[src/hdl/odr_pkg.sv]
// Shared types, constants and the arctangent table for the odometry block.
// Used by odr_cordic, odr_mul and odometry_dead_reckoning; depends on nothing.
`default_nettype none

package odr_pkg;

    // CORDIC datapath: Q2.30 values with guard bits, angles in binary-angle units.
    localparam int CORDIC_W = 34;
    // Trig results before clamping: Q1.15 that can reach +1.0.
    localparam int TRIG_W = 17;

    // Shared multiplier operand and product widths.
    localparam int MUL_A_W = 42;
    localparam int MUL_B_W = 24;
    localparam int MUL_P_W = MUL_A_W + MUL_B_W;

    // Field widths.
    localparam int SPEED_W = 16;
    localparam int GAIN_W  = 16;
    localparam int DT_W    = 16;
    localparam int POS_W   = 32;
    localparam int ANG_W   = 32;
    localparam int QUAT_W  = 16;
    localparam int VEL_W   = 24;

    // Configuration port.
    localparam int CFG_IDX_W = 1;
    localparam logic [GAIN_W-1:0] LINEAR_GAIN_RESET  = 16'd8192;  // 2.0 in Q4.12
    localparam logic [GAIN_W-1:0] ANGULAR_GAIN_RESET = 16'd7127;  // 1.74 in Q4.12

    typedef enum logic [CFG_IDX_W-1:0] {
        REG_LINEAR_GAIN  = 1'b0,
        REG_ANGULAR_GAIN = 1'b1
    } odr_cfg_reg_t;

    // Initial CORDIC x, the inverse of the rotator gain in Q2.30.
    localparam logic signed [CORDIC_W-1:0] CORDIC_GAIN_Q30 = 34'sd652032874;
    // round(2^24 / (2*pi)), converts radians in Q8.24 into binary-angle units.
    localparam logic signed [MUL_B_W-1:0] INV_TWO_PI_Q24 = 24'sd2670177;

    typedef enum logic [3:0] {
        ST_IDLE,
        ST_SCALE_V,
        ST_SCALE_W,
        ST_CAP_W,
        ST_WDT,
        ST_HDT,
        ST_HCAP,
        ST_WAIT_CS,
        ST_VC,
        ST_VCDT,
        ST_VS,
        ST_VSDT,
        ST_YCAP,
        ST_FINISH
    } odr_state_t;

    // Arctangent of 2^-i in binary-angle units (a full turn is 2^32).
    function automatic logic signed [CORDIC_W-1:0] atan_angle(input logic [4:0] idx);
        logic signed [CORDIC_W-1:0] r;
        unique case (idx)
            5'd0:  r = 34'sh020000000;
            5'd1:  r = 34'sh012E4051E;
            5'd2:  r = 34'sh009FB385B;
            5'd3:  r = 34'sh0051111D4;
            5'd4:  r = 34'sh0028B0D43;
            5'd5:  r = 34'sh00145D7E1;
            5'd6:  r = 34'sh000A2F61E;
            5'd7:  r = 34'sh000517C55;
            5'd8:  r = 34'sh00028BE53;
            5'd9:  r = 34'sh000145F2F;
            5'd10: r = 34'sh0000A2F98;
            5'd11: r = 34'sh0000517CC;
            5'd12: r = 34'sh000028BE6;
            5'd13: r = 34'sh0000145F3;
            5'd14: r = 34'sh00000A2FA;
            5'd15: r = 34'sh00000517D;
            5'd16: r = 34'sh0000028BE;
            5'd17: r = 34'sh00000145F;
            5'd18: r = 34'sh000000A30;
            5'd19: r = 34'sh000000518;
            5'd20: r = 34'sh00000028C;
            5'd21: r = 34'sh000000146;
            5'd22: r = 34'sh0000000A3;
            5'd23: r = 34'sh000000051;
            5'd24: r = 34'sh000000029;
            5'd25: r = 34'sh000000014;
            5'd26: r = 34'sh00000000A;
            5'd27: r = 34'sh000000005;
            5'd28: r = 34'sh000000003;
            5'd29: r = 34'sh000000001;
            5'd30: r = 34'sh000000001;
            5'd31: r = 34'sh000000000;
        endcase
        return r;
    endfunction

endpackage

`default_nettype wire

[src/hdl/odometry_dead_reckoning.sv]
// Top level of the dead-reckoning odometry block: sequencer, state and result registers.
// Depends on odr_pkg, odr_mul and odr_cordic.
`default_nettype none

// Unicycle-model odometry. Each input transaction carries a forward speed (Q8.8),
// a yaw rate (Q8.8) and the elapsed time (Q0.16 s). Both speeds are scaled by the
// linear_gain and angular_gain registers (Q4.12, index 0 and 1 on the configuration
// port). Position is advanced along the heading held before the transaction, then the
// heading advances by the scaled yaw rate times the elapsed time; the heading is a
// 32-bit binary angle that wraps, and the positions saturate. Every input transaction
// produces exactly one result transaction with the negated position, the heading, the
// yaw quaternion of the new heading and the negated scaled speeds. The block handles one
// transaction at a time: item_stall is high from acceptance until the result has been
// placed in the output register. The length of the stall is set by two passes through
// the single iterative CORDIC rotator, one micro-rotation per cycle; the shared
// multiplier work fits beneath them. If the previous result is still held in the output
// register, the stall lasts until it is taken. A finished result waits in the output
// register while the next transaction is taken. cfg_ready is always high; write the
// gains only while no transaction is in flight.
module odometry_dead_reckoning #(
    parameter int CORDIC_STEPS = 16
) (
    input  wire logic                                  clk,
    input  wire logic                                  rst_n,

    input  wire logic                                  item_valid,
    output logic                                       item_stall,
    input  wire logic signed [odr_pkg::SPEED_W-1:0]    linear_speed,
    input  wire logic signed [odr_pkg::SPEED_W-1:0]    turn_rate,
    input  wire logic [odr_pkg::DT_W-1:0]              elapsed_time,

    output logic                                       result_valid,
    input  wire logic                                  result_stall,
    output logic signed [odr_pkg::POS_W-1:0]           neg_pos_x,
    output logic signed [odr_pkg::POS_W-1:0]           neg_pos_y,
    output logic [odr_pkg::ANG_W-1:0]                  heading_angle,
    output logic signed [odr_pkg::QUAT_W-1:0]          quat_z,
    output logic signed [odr_pkg::QUAT_W-1:0]          quat_w,
    output logic signed [odr_pkg::VEL_W-1:0]           neg_linear,
    output logic signed [odr_pkg::VEL_W-1:0]           neg_angular,

    input  wire logic                                  cfg_valid,
    output logic                                       cfg_ready,
    input  wire logic [odr_pkg::CFG_IDX_W-1:0]         cfg_index,
    input  wire logic [odr_pkg::GAIN_W-1:0]            cfg_data
);
    import odr_pkg::*;

    // Saturating add of a position delta to a Q16.16 position.
    function automatic logic signed [POS_W-1:0] sat_add(
        input logic signed [POS_W-1:0] pos,
        input logic signed [POS_W:0]   delta
    );
        logic signed [POS_W+1:0] sum;
        logic signed [POS_W-1:0] r;
        sum = (POS_W+2)'(pos) + (POS_W+2)'(delta);
        if (sum > (POS_W+2)'(34'sh07FFFFFFF))
        begin
            r = 32'sh7FFF_FFFF;
        end
        else if (sum < (POS_W+2)'(-34'sh080000000))
        begin
            r = 32'sh8000_0000;
        end
        else
        begin
            r = sum[POS_W-1:0];
        end
        return r;
    endfunction

    // Negation that maps the most negative position onto the most positive one.
    function automatic logic signed [POS_W-1:0] neg_sat(input logic signed [POS_W-1:0] pos);
        logic signed [POS_W-1:0] r;
        if (pos == 32'sh8000_0000)
        begin
            r = 32'sh7FFF_FFFF;
        end
        else
        begin
            r = -pos;
        end
        return r;
    endfunction

    // Clamp of a trig value to the Q1.15 range; only +1.0 actually reaches the limit.
    function automatic logic signed [QUAT_W-1:0] clamp_q15(input logic signed [TRIG_W-1:0] v);
        logic signed [QUAT_W-1:0] r;
        if (v > 17'sd32767)
        begin
            r = 16'sh7FFF;
        end
        else if (v < -17'sd32768)
        begin
            r = 16'sh8000;
        end
        else
        begin
            r = v[QUAT_W-1:0];
        end
        return r;
    endfunction

    // Sequencer and configuration state.
    odr_state_t                 state_reg, state_next;
    logic [GAIN_W-1:0]          lin_gain_reg, lin_gain_next;
    logic [GAIN_W-1:0]          ang_gain_reg, ang_gain_next;

    // Odometry state.
    logic signed [POS_W-1:0]    pos_x_reg, pos_x_next;
    logic signed [POS_W-1:0]    pos_y_reg, pos_y_next;
    logic [ANG_W-1:0]           heading_reg, heading_next;

    // Working registers of the transaction in flight.
    logic signed [SPEED_W-1:0]  speed_reg, speed_next;
    logic signed [SPEED_W-1:0]  turn_reg, turn_next;
    logic [DT_W-1:0]            dt_reg, dt_next;
    logic signed [VEL_W-1:0]    v_reg, v_next;
    logic signed [VEL_W-1:0]    w_reg, w_next;
    logic signed [TRIG_W-1:0]   cos_reg, cos_next;
    logic signed [TRIG_W-1:0]   sin_reg, sin_next;

    // Output register.
    logic                       out_valid_reg, out_valid_next;
    logic signed [POS_W-1:0]    out_x_reg, out_x_next;
    logic signed [POS_W-1:0]    out_y_reg, out_y_next;
    logic [ANG_W-1:0]           out_head_reg, out_head_next;
    logic signed [QUAT_W-1:0]   out_qz_reg, out_qz_next;
    logic signed [QUAT_W-1:0]   out_qw_reg, out_qw_next;
    logic signed [VEL_W-1:0]    out_lin_reg, out_lin_next;
    logic signed [VEL_W-1:0]    out_ang_reg, out_ang_next;

    // Shared multiplier and CORDIC hookup.
    logic signed [MUL_A_W-1:0]  mul_a;
    logic signed [MUL_B_W-1:0]  mul_b;
    logic signed [MUL_P_W-1:0]  prod;
    logic                       cordic_start;
    logic [ANG_W-1:0]           cordic_angle;
    logic                       cordic_busy;
    logic signed [TRIG_W-1:0]   cordic_sin;
    logic signed [TRIG_W-1:0]   cordic_cos;

    // Rounded views of the product register.
    logic signed [MUL_P_W-1:0]  scale_rnd;
    logic signed [MUL_P_W-1:0]  delta_rnd;
    logic signed [MUL_P_W-1:0]  head_rnd;
    logic signed [VEL_W-1:0]    scaled;
    logic signed [POS_W:0]      pos_delta;
    logic [ANG_W-1:0]           head_delta;

    logic                       accept;
    logic                       out_free;

    odr_mul u_mul (
        .clk  (clk),
        .a    (mul_a),
        .b    (mul_b),
        .prod (prod)
    );

    odr_cordic #(
        .CORDIC_STEPS (CORDIC_STEPS)
    ) u_cordic (
        .clk     (clk),
        .rst_n   (rst_n),
        .start   (cordic_start),
        .angle   (cordic_angle),
        .busy    (cordic_busy),
        .sin_val (cordic_sin),
        .cos_val (cordic_cos)
    );

    // Speed * gain (Q8.8 * Q4.12) rounds by 12 bits to Q16.8. The position term
    // v * trig * dt (Q16.8 * Q1.15 * Q0.16) rounds by 23 bits to Q16.16. The heading
    // term w * dt * 2^24/(2*pi) rounds by 16 bits to binary-angle units.
    always_comb
    begin
        scale_rnd  = (prod + 66'sd2048) >>> 12;
        delta_rnd  = (prod + 66'sd4194304) >>> 23;
        head_rnd   = (prod + 66'sd32768) >>> 16;
        scaled     = scale_rnd[VEL_W-1:0];
        pos_delta  = delta_rnd[POS_W:0];
        head_delta = head_rnd[ANG_W-1:0];
    end

    assign accept   = item_valid && (state_reg == ST_IDLE);
    assign out_free = !out_valid_reg || !result_stall;

    // Sequencer. Each multiplication is issued in one state and its product is used
    // in the next one. The first CORDIC pass, on the old heading, starts when the
    // transaction is accepted and runs beside the speed and heading arithmetic. The
    // second pass, on half the new heading, runs beside the position updates.
    always_comb
    begin
        state_next     = state_reg;
        lin_gain_next  = lin_gain_reg;
        ang_gain_next  = ang_gain_reg;
        pos_x_next     = pos_x_reg;
        pos_y_next     = pos_y_reg;
        heading_next   = heading_reg;
        speed_next     = speed_reg;
        turn_next      = turn_reg;
        dt_next        = dt_reg;
        v_next         = v_reg;
        w_next         = w_reg;
        cos_next       = cos_reg;
        sin_next       = sin_reg;
        out_valid_next = out_valid_reg;
        out_x_next     = out_x_reg;
        out_y_next     = out_y_reg;
        out_head_next  = out_head_reg;
        out_qz_next    = out_qz_reg;
        out_qw_next    = out_qw_reg;
        out_lin_next   = out_lin_reg;
        out_ang_next   = out_ang_reg;

        mul_a        = '0;
        mul_b        = '0;
        cordic_start = 1'b0;
        cordic_angle = heading_reg;

        // The pending result leaves when the downstream side takes it.
        if (out_valid_reg && !result_stall)
        begin
            out_valid_next = 1'b0;
        end

        if (cfg_valid)
        begin
            unique case (cfg_index)
                REG_LINEAR_GAIN:  lin_gain_next = cfg_data;
                REG_ANGULAR_GAIN: ang_gain_next = cfg_data;
            endcase
        end

        unique case (state_reg)
            ST_IDLE:
            begin
                if (accept)
                begin
                    speed_next   = linear_speed;
                    turn_next    = turn_rate;
                    dt_next      = elapsed_time;
                    cordic_start = 1'b1;
                    cordic_angle = heading_reg;
                    state_next   = ST_SCALE_V;
                end
            end
            ST_SCALE_V:
            begin
                mul_a      = MUL_A_W'(speed_reg);
                mul_b      = MUL_B_W'(lin_gain_reg);
                state_next = ST_SCALE_W;
            end
            ST_SCALE_W:
            begin
                v_next     = scaled;
                mul_a      = MUL_A_W'(turn_reg);
                mul_b      = MUL_B_W'(ang_gain_reg);
                state_next = ST_CAP_W;
            end
            ST_CAP_W:
            begin
                w_next     = scaled;
                state_next = ST_WDT;
            end
            ST_WDT:
            begin
                mul_a      = MUL_A_W'(dt_reg);
                mul_b      = w_reg;
                state_next = ST_HDT;
            end
            ST_HDT:
            begin
                mul_a      = prod[MUL_A_W-1:0];
                mul_b      = INV_TWO_PI_Q24;
                state_next = ST_HCAP;
            end
            ST_HCAP:
            begin
                // The first CORDIC pass already holds the old heading.
                heading_next = heading_reg + head_delta;
                state_next   = ST_WAIT_CS;
            end
            ST_WAIT_CS:
            begin
                if (!cordic_busy)
                begin
                    cos_next     = cordic_cos;
                    sin_next     = cordic_sin;
                    cordic_start = 1'b1;
                    cordic_angle = heading_reg >> 1;
                    state_next   = ST_VC;
                end
            end
            ST_VC:
            begin
                mul_a      = MUL_A_W'(cos_reg);
                mul_b      = v_reg;
                state_next = ST_VCDT;
            end
            ST_VCDT:
            begin
                mul_a      = prod[MUL_A_W-1:0];
                mul_b      = MUL_B_W'(dt_reg);
                state_next = ST_VS;
            end
            ST_VS:
            begin
                pos_x_next = sat_add(pos_x_reg, pos_delta);
                mul_a      = MUL_A_W'(sin_reg);
                mul_b      = v_reg;
                state_next = ST_VSDT;
            end
            ST_VSDT:
            begin
                mul_a      = prod[MUL_A_W-1:0];
                mul_b      = MUL_B_W'(dt_reg);
                state_next = ST_YCAP;
            end
            ST_YCAP:
            begin
                pos_y_next = sat_add(pos_y_reg, pos_delta);
                state_next = ST_FINISH;
            end
            ST_FINISH:
            begin
                // Load the output register once the quaternion is ready and the
                // previous result has been taken (or is taken at this edge).
                if (!cordic_busy && out_free)
                begin
                    out_valid_next = 1'b1;
                    out_x_next     = neg_sat(pos_x_reg);
                    out_y_next     = neg_sat(pos_y_reg);
                    out_head_next  = heading_reg;
                    out_qz_next    = clamp_q15(cordic_sin);
                    out_qw_next    = clamp_q15(cordic_cos);
                    out_lin_next   = -v_reg;
                    out_ang_next   = -w_reg;
                    state_next     = ST_IDLE;
                end
            end
            default:
            begin
                state_next = ST_IDLE;
            end
        endcase
    end

    always_ff @(posedge clk or negedge rst_n)
    begin
        if (!rst_n)
        begin
            state_reg     <= ST_IDLE;
            lin_gain_reg  <= LINEAR_GAIN_RESET;
            ang_gain_reg  <= ANGULAR_GAIN_RESET;
            pos_x_reg     <= '0;
            pos_y_reg     <= '0;
            heading_reg   <= '0;
            out_valid_reg <= 1'b0;
        end
        else
        begin
            state_reg     <= state_next;
            lin_gain_reg  <= lin_gain_next;
            ang_gain_reg  <= ang_gain_next;
            pos_x_reg     <= pos_x_next;
            pos_y_reg     <= pos_y_next;
            heading_reg   <= heading_next;
            out_valid_reg <= out_valid_next;
        end
    end

    always_ff @(posedge clk)
    begin
        speed_reg    <= speed_next;
        turn_reg     <= turn_next;
        dt_reg       <= dt_next;
        v_reg        <= v_next;
        w_reg        <= w_next;
        cos_reg      <= cos_next;
        sin_reg      <= sin_next;
        out_x_reg    <= out_x_next;
        out_y_reg    <= out_y_next;
        out_head_reg <= out_head_next;
        out_qz_reg   <= out_qz_next;
        out_qw_reg   <= out_qw_next;
        out_lin_reg  <= out_lin_next;
        out_ang_reg  <= out_ang_next;
    end

    assign item_stall    = (state_reg != ST_IDLE);
    assign cfg_ready     = 1'b1;
    assign result_valid  = out_valid_reg;
    assign neg_pos_x     = out_x_reg;
    assign neg_pos_y     = out_y_reg;
    assign heading_angle = out_head_reg;
    assign quat_z        = out_qz_reg;
    assign quat_w        = out_qw_reg;
    assign neg_linear    = out_lin_reg;
    assign neg_angular   = out_ang_reg;

endmodule

`default_nettype wire

[src/hdl/odr_mul.sv]
// Shared signed multiplier with a registered product.
// Depends on odr_pkg for operand and product widths.
`default_nettype none

module odr_mul (
    input  wire logic                               clk,
    input  wire logic signed [odr_pkg::MUL_A_W-1:0] a,
    input  wire logic signed [odr_pkg::MUL_B_W-1:0] b,
    output logic signed [odr_pkg::MUL_P_W-1:0]      prod
);
    import odr_pkg::*;

    logic signed [MUL_P_W-1:0] prod_reg;
    logic signed [MUL_P_W-1:0] prod_next;

    always_comb
    begin
        prod_next = a * b;
    end

    always_ff @(posedge clk)
    begin
        prod_reg <= prod_next;
    end

    assign prod = prod_reg;

endmodule

`default_nettype wire

[src/hdl/odr_cordic.sv]
// Iterative CORDIC rotator: one micro-rotation per cycle, sine and cosine in Q1.15.
// Depends on odr_pkg for widths, the start gain and the arctangent table.
`default_nettype none

module odr_cordic #(
    parameter int CORDIC_STEPS = 16
) (
    input  wire logic                              clk,
    input  wire logic                              rst_n,
    input  wire logic                              start,
    input  wire logic [odr_pkg::ANG_W-1:0]         angle,
    output logic                                   busy,
    output logic signed [odr_pkg::TRIG_W-1:0]      sin_val,
    output logic signed [odr_pkg::TRIG_W-1:0]      cos_val
);
    import odr_pkg::*;

    localparam int ITER_W = $clog2(CORDIC_STEPS);
    localparam logic [ITER_W-1:0] ITER_LAST = ITER_W'(CORDIC_STEPS - 1);

    logic                       busy_reg, busy_next;
    logic [ITER_W-1:0]          iter_reg, iter_next;
    logic                       flip_reg, flip_next;
    logic signed [CORDIC_W-1:0] x_reg, x_next;
    logic signed [CORDIC_W-1:0] y_reg, y_next;
    logic signed [CORDIC_W-1:0] z_reg, z_next;

    logic [ANG_W-1:0]           quad_sum;
    logic [ANG_W-1:0]           folded;
    logic signed [CORDIC_W-1:0] xs;
    logic signed [CORDIC_W-1:0] ys;
    logic signed [CORDIC_W-1:0] atan_val;
    logic signed [CORDIC_W-1:0] x_rnd;
    logic signed [CORDIC_W-1:0] y_rnd;
    logic signed [TRIG_W-1:0]   cos_raw;
    logic signed [TRIG_W-1:0]   sin_raw;

    always_comb
    begin
        // Angles in the left half plane are rotated by half a turn and the result negated.
        quad_sum = angle + 32'h4000_0000;
        folded   = angle ^ {quad_sum[ANG_W-1], {(ANG_W-1){1'b0}}};

        xs       = x_reg >>> iter_reg;
        ys       = y_reg >>> iter_reg;
        atan_val = atan_angle(5'(iter_reg));

        busy_next = busy_reg;
        iter_next = iter_reg;
        flip_next = flip_reg;
        x_next    = x_reg;
        y_next    = y_reg;
        z_next    = z_reg;

        if (start)
        begin
            busy_next = 1'b1;
            iter_next = '0;
            flip_next = quad_sum[ANG_W-1];
            x_next    = CORDIC_GAIN_Q30;
            y_next    = '0;
            z_next    = CORDIC_W'(signed'(folded));
        end
        else if (busy_reg)
        begin
            if (!z_reg[CORDIC_W-1])
            begin
                x_next = x_reg - ys;
                y_next = y_reg + xs;
                z_next = z_reg - atan_val;
            end
            else
            begin
                x_next = x_reg + ys;
                y_next = y_reg - xs;
                z_next = z_reg + atan_val;
            end
            iter_next = iter_reg + 1'b1;
            if (iter_reg == ITER_LAST)
            begin
                busy_next = 1'b0;
            end
        end

        x_rnd   = (x_reg + 34'sd16384) >>> 15;
        y_rnd   = (y_reg + 34'sd16384) >>> 15;
        cos_raw = x_rnd[TRIG_W-1:0];
        sin_raw = y_rnd[TRIG_W-1:0];
    end

    always_ff @(posedge clk or negedge rst_n)
    begin
        if (!rst_n)
        begin
            busy_reg <= 1'b0;
            iter_reg <= '0;
        end
        else
        begin
            busy_reg <= busy_next;
            iter_reg <= iter_next;
        end
    end

    always_ff @(posedge clk)
    begin
        flip_reg <= flip_next;
        x_reg    <= x_next;
        y_reg    <= y_next;
        z_reg    <= z_next;
    end

    assign busy    = busy_reg;
    assign cos_val = flip_reg ? -cos_raw : cos_raw;
    assign sin_val = flip_reg ? -sin_raw : sin_raw;

endmodule

`default_nettype wire

[config.mk]
export PLATFORM = sky130hd
export DESIGN_NAME = odometry_dead_reckoning
export DESIGN_NICKNAME = d
export VERILOG_FILES = /design/src/hdl/odr_pkg.sv /design/src/hdl/odometry_dead_reckoning.sv /design/src/hdl/odr_mul.sv /design/src/hdl/odr_cordic.sv
export SDC_FILE = /design/constraint.sdc
export NUM_CORES = 2
export LEC_CHECK = 0
export ABC_AREA = 0
export BUFFER_PORTS_ARGS = -buffer_cell sky130_fd_sc_hd__buf_2
export CAP_MARGIN = 20
export CORE_ASPECT_RATIO = 1.4
export CORE_MARGIN = 2
export CORE_UTILIZATION = 42
export DETAILED_ROUTE_END_ITERATION = 16
export GPL_ROUTABILITY_DRIVEN = 0
export PLACE_DENSITY_LB_ADDON = 0.08
export SETUP_SLACK_MARGIN = 0.3
export SYNTH_ARGS = -nofsm -noshare
export SYNTH_HDL_FRONTEND = slang
export SYNTH_SLANG_ARGS = --single-unit
[constraint.sdc]
create_clock -name clk -period 18 [get_ports clk]
set_input_delay 2.7 -clock clk [delete_from_list [all_inputs] [get_ports clk]]
set_output_delay 2.7 -clock clk [all_outputs]
set_load 0.01 [all_outputs]
==> results.md <==
| Parameter | Value |
|---|---|
| Flip-flop and latch count after synthesis | 603 |
| Setup violation total in the final timing report | 0 |
| First-pass GRT wire length | 387800 µm |
| Post-place instance area | 0.07468 mm² |
| RSZ-0062 raised after global routing | false |
| Syn Inst Count | 7772 |
| Count of placed standard cells including taps | 10.04k |
| Boundary pin count | 249 |
| # H-tree levels | 3 |
| Standard cell with the maximum stage delay on the critical path | and2_1 |
| Synth Net Count | 9105 |
| Source of the worst register-to-register timing path | state_reg[0] |
| Largest net degree at the start of global routing | 134 |
| Worst skew pair latency | 0.70 ns |
| Starting DRC count in detailed routing | 4529 |
| Final core utilization | 46.03% |
| Worst R2R Path Depth | 32 |
| Starting density of the core | 42.22% |
| Hold/Removal Path Class | reg2reg |
| Initial antenna violation count | 36 |
| Transition time at the pin with the least slew margin | 1.181 ns |
| Async set-or-reset flop fraction in the synthesized netlist | 22.89% |
| Standard cell core area | 0.1677 mm² |
| Synth-to-Final Area Change | 9.003% |
| Master cell of the clock root buffer | clkbuf_16 |
| Cell repeated most along the worst path | fa_1 |
| Data arrival, critical path | 11.79 ns |
| FP Rows | 178 |
| Setup tns final | 0 ns |
| Number of global-route vias before repair | 59.31k |
| Required time of the critical path | 18.58 ns |
| Share of the clock period used by the worst path | 62.28% |
| Routed len/inst | 25.76 µm |
| Normalized max-slew margin | 21.26% |
| Maximum achievable frequency | 89.20 MHz |
| Horizontal die dimension | 351.0 µm |
| Critical Path Source Type | register |
| Max reg flops | 56 |
| Clock period minus worst slack | 11.21 ns |
| Synth Cell Area | 0.07081 mm² |
| Detailed-router iteration count before antenna repair | 7 |
| Resized cells post-CTS | 0 |
| Fraction of final layout cells with drive strength greater than 1 | 9.117% |
| Deepest clock path buffer count | 3 |
| Max-slew violation count | 0 |
| Via count | 57.50k |
| Port-buffer cells | 247 |
| TritonCTS clock tree | built |
| Number of buffers added to fix hold violations after cts | 0 |
| Total Die Area | 0.1719 mm² |
| Maximum net fanout on the critical path | 53 |
| Routed via count divided by cell count | 5.647 |
| Outcome | completed |
| Worst hold path cell count | 1 |
| Type of the worst setup path | reg2reg |
| Number of flops mapped to enable cells by yosys | 341 |
| Synth Warn # | 0 |
| Number of maximum-capacitance constraint violations | 0 |
| Worst r2r dst | u_mul.prod[53] |
| Seq/Total Area, Yosys | 22.86% |
| ANT nets after route | 0 |
| Buffers inserted during post-CTS setup optimization | 0 |
| DRC violations left | 0 |
| Biggest cell delay along the critical path | 0.90 ns |
| Total CTS buffers | 71 |
| Clock edge transition at the registers on the reported setup and hold paths | 0.06 ns |
| Synth Area per Inst | 9.111 µm² |
| Setup slack on the worst flop-to-flop path | 6.79 ns |
| Number of clock sinks | 603 |
| Gr usage total | 30.75% |
| Nets | 9204 |
| Worst clock skew | 0.07785 ns |
| Worst Hold Endpoint | ang_gain_reg[14] |
| Overflow after GRT | 0 |
| Number of distinct standard cells referenced by the synthesized netlist | 96 |
| Ys flop type | edfxtp_1 |
| Hold Crit Start | ang_gain_reg[14] |
| Non-Filler Cell Area, Final | 0.07719 mm² |
| Number of hold violations in the final report | 0 |
| Die height | 489.8 µm |
| Final wirelength | 262300 µm |
| Final std cells w/o fill | 10.18k |
| Detailed-placement wirelength estimate | 204400 µm |
| Critical Path Sink Type | register |
[worst max path at each step]
stage	end	cells after the start	slack, ns	from
finish	u_mul.prod[53]	32	6.79	state_reg[0]
floorplan	heading_angle[0]	3	2.36	result_stall
global placement	u_mul.prod[52]	31	7.14	state_reg[0]
detailed placement	u_mul.prod[52]	31	6.97	state_reg[0]
global route	u_mul.prod[53]	32	6.22	state_reg[0]
CTS	u_mul.prod[52]	31	6.98	state_reg[0]
[synthesized netlist by cell type, types with 27 or more instances]
cell / n / area (µm²)
a22o_1: 28 / 245.2
ha_1: 374 / 4679
edfxtp_1: 341 / 10240
or3_1: 39 / 244.0
buf_2: 28 / 140.1
o21a_1: 51 / 382.9
a21o_1: 148 / 1111
o21ai_0: 245 / 1226
nor4_1: 28 / 175.2
nor2_1: 687 / 2579
fa_1: 889 / 17800
mux2_2: 53 / 596.8
maj3_1: 30 / 300.3
xnor2_1: 339 / 2969
o31ai_1: 28 / 210.2
and2_1: 42 / 262.8
clkbuf_1: 284 / 1066
dfxtp_1: 124 / 2482
nand2b_1: 54 / 337.8
mux4_2: 68 / 1531
and4_1: 27 / 236.5
nor2b_1: 42 / 262.8
a21oi_1: 415 / 2077
dfrtp_1: 127 / 3178
a22oi_1: 33 / 247.7
buf_1: 51 / 191.4
a31oi_1: 47 / 294.0
nor3_1: 98 / 490.5
inv_1: 1138 / 4272
and3_1: 63 / 394.1
nand2_1: 1065 / 3998
a221o_1: 35 / 350.3
nand4_1: 40 / 250.2
xor2_1: 228 / 1997
nand3_1: 92 / 460.4
mux2i_1: 58 / 580.6
[through the flow]
stage | hold WS (ns) | setup slack, ns
after floorplan | 0.4509 | 2.359
after global placement | 0.4893 | 7.137
after detailed placement | 0.4953 | 6.970
after CTS | 0.5096 | 6.977
after global routing | 0.5263 | 6.220
final | 0.5078 | 6.789
[cell type report]
cell class / count / area [µm²]
Fill cell: 16360 / 90520
Multi-Input combinational cell: 5657 / 49010
Sequential cell: 603 / 16200
Inverter: 1141 / 4284
Tap cell: 2250 / 2815
Timing Repair Buffer: 397 / 2451
Clock buffer: 92 / 1959
Clock inverter: 40 / 459.2
Antenna cell: 3 / 7.507
[worst max-delay path: cells and delay by family (launching register included)]
kind                     cells  cell delay [ns]
AND/OR/NAND/NOR              6             1.88
flip-flops                   1             0.65
AO/OA/AOI/OAI               11             2.96
adder cells (fa/ha/maj)      8             4.06
buffers and inverters        6             1.41
XOR/XNOR                     1             0.12
[cell usage in the layout, fill, tap and decap left out, types with 30 or more instances in the layout]
| cell | synthesis | routed |
|---|---|---|
| nand3_1 | 92 | 91 |
| dfrtp_1 | 127 | 123 |
| maj3_1 | 30 | 30 |
| a221o_1 | 35 | 35 |
| a21o_1 | 148 | 148 |
| nand2b_1 | 54 | 54 |
| a31oi_1 | 47 | 47 |
| and2_1 | 42 | 42 |
| o21ai_0 | 245 | 244 |
| clkbuf_16 | 0 | 75 |
| o21a_1 | 51 | 50 |
| mux2_2 | 53 | 53 |
| nand4_1 | 40 | 40 |
| mux2i_1 | 58 | 58 |
| buf_4 | 3 | 143 |
| edfxtp_1 | 341 | 341 |
| nor2b_1 | 42 | 42 |
| inv_1 | 1138 | 1135 |
| ha_1 | 374 | 374 |
| mux4_2 | 68 | 68 |
| xor2_1 | 228 | 228 |
| a21oi_1 | 415 | 414 |
| dfxtp_1 | 124 | 124 |
| fa_1 | 889 | 889 |
| or3_1 | 39 | 38 |
| nor3_1 | 98 | 92 |
| xnor2_1 | 339 | 337 |
| a22oi_1 | 33 | 31 |
| buf_2 | 28 | 246 |
| and3_1 | 63 | 63 |
| nand2_1 | 1065 | 1063 |
| nor2_1 | 687 | 682 |
[layer usage]
metal  track usage (%)  vias up  wire (µm)
met2             52.21     2176     128200
met5                 0        -        137
li1                  -    25650          -
met4             16.09       22      15440
met3             4.448      617      17190
met1             37.85    29040     101300
[kinds of logic after synthesis]
group	Yosys count	synth area share, %
AOI/OAI and AO/OA	1262	11.41
xor gates and xnor gates	567	7.013
adders and majority gates	1293	32.17
buffers and inverters	1512	8.149
DFF	603	22.86
muxes	182	3.882
other	1	0.005296
and+or+nand+nor	2352	14.51
Power is not shown: default switching activity piles up to over one toggle a cycle in this logic, so the estimate is an artifact.
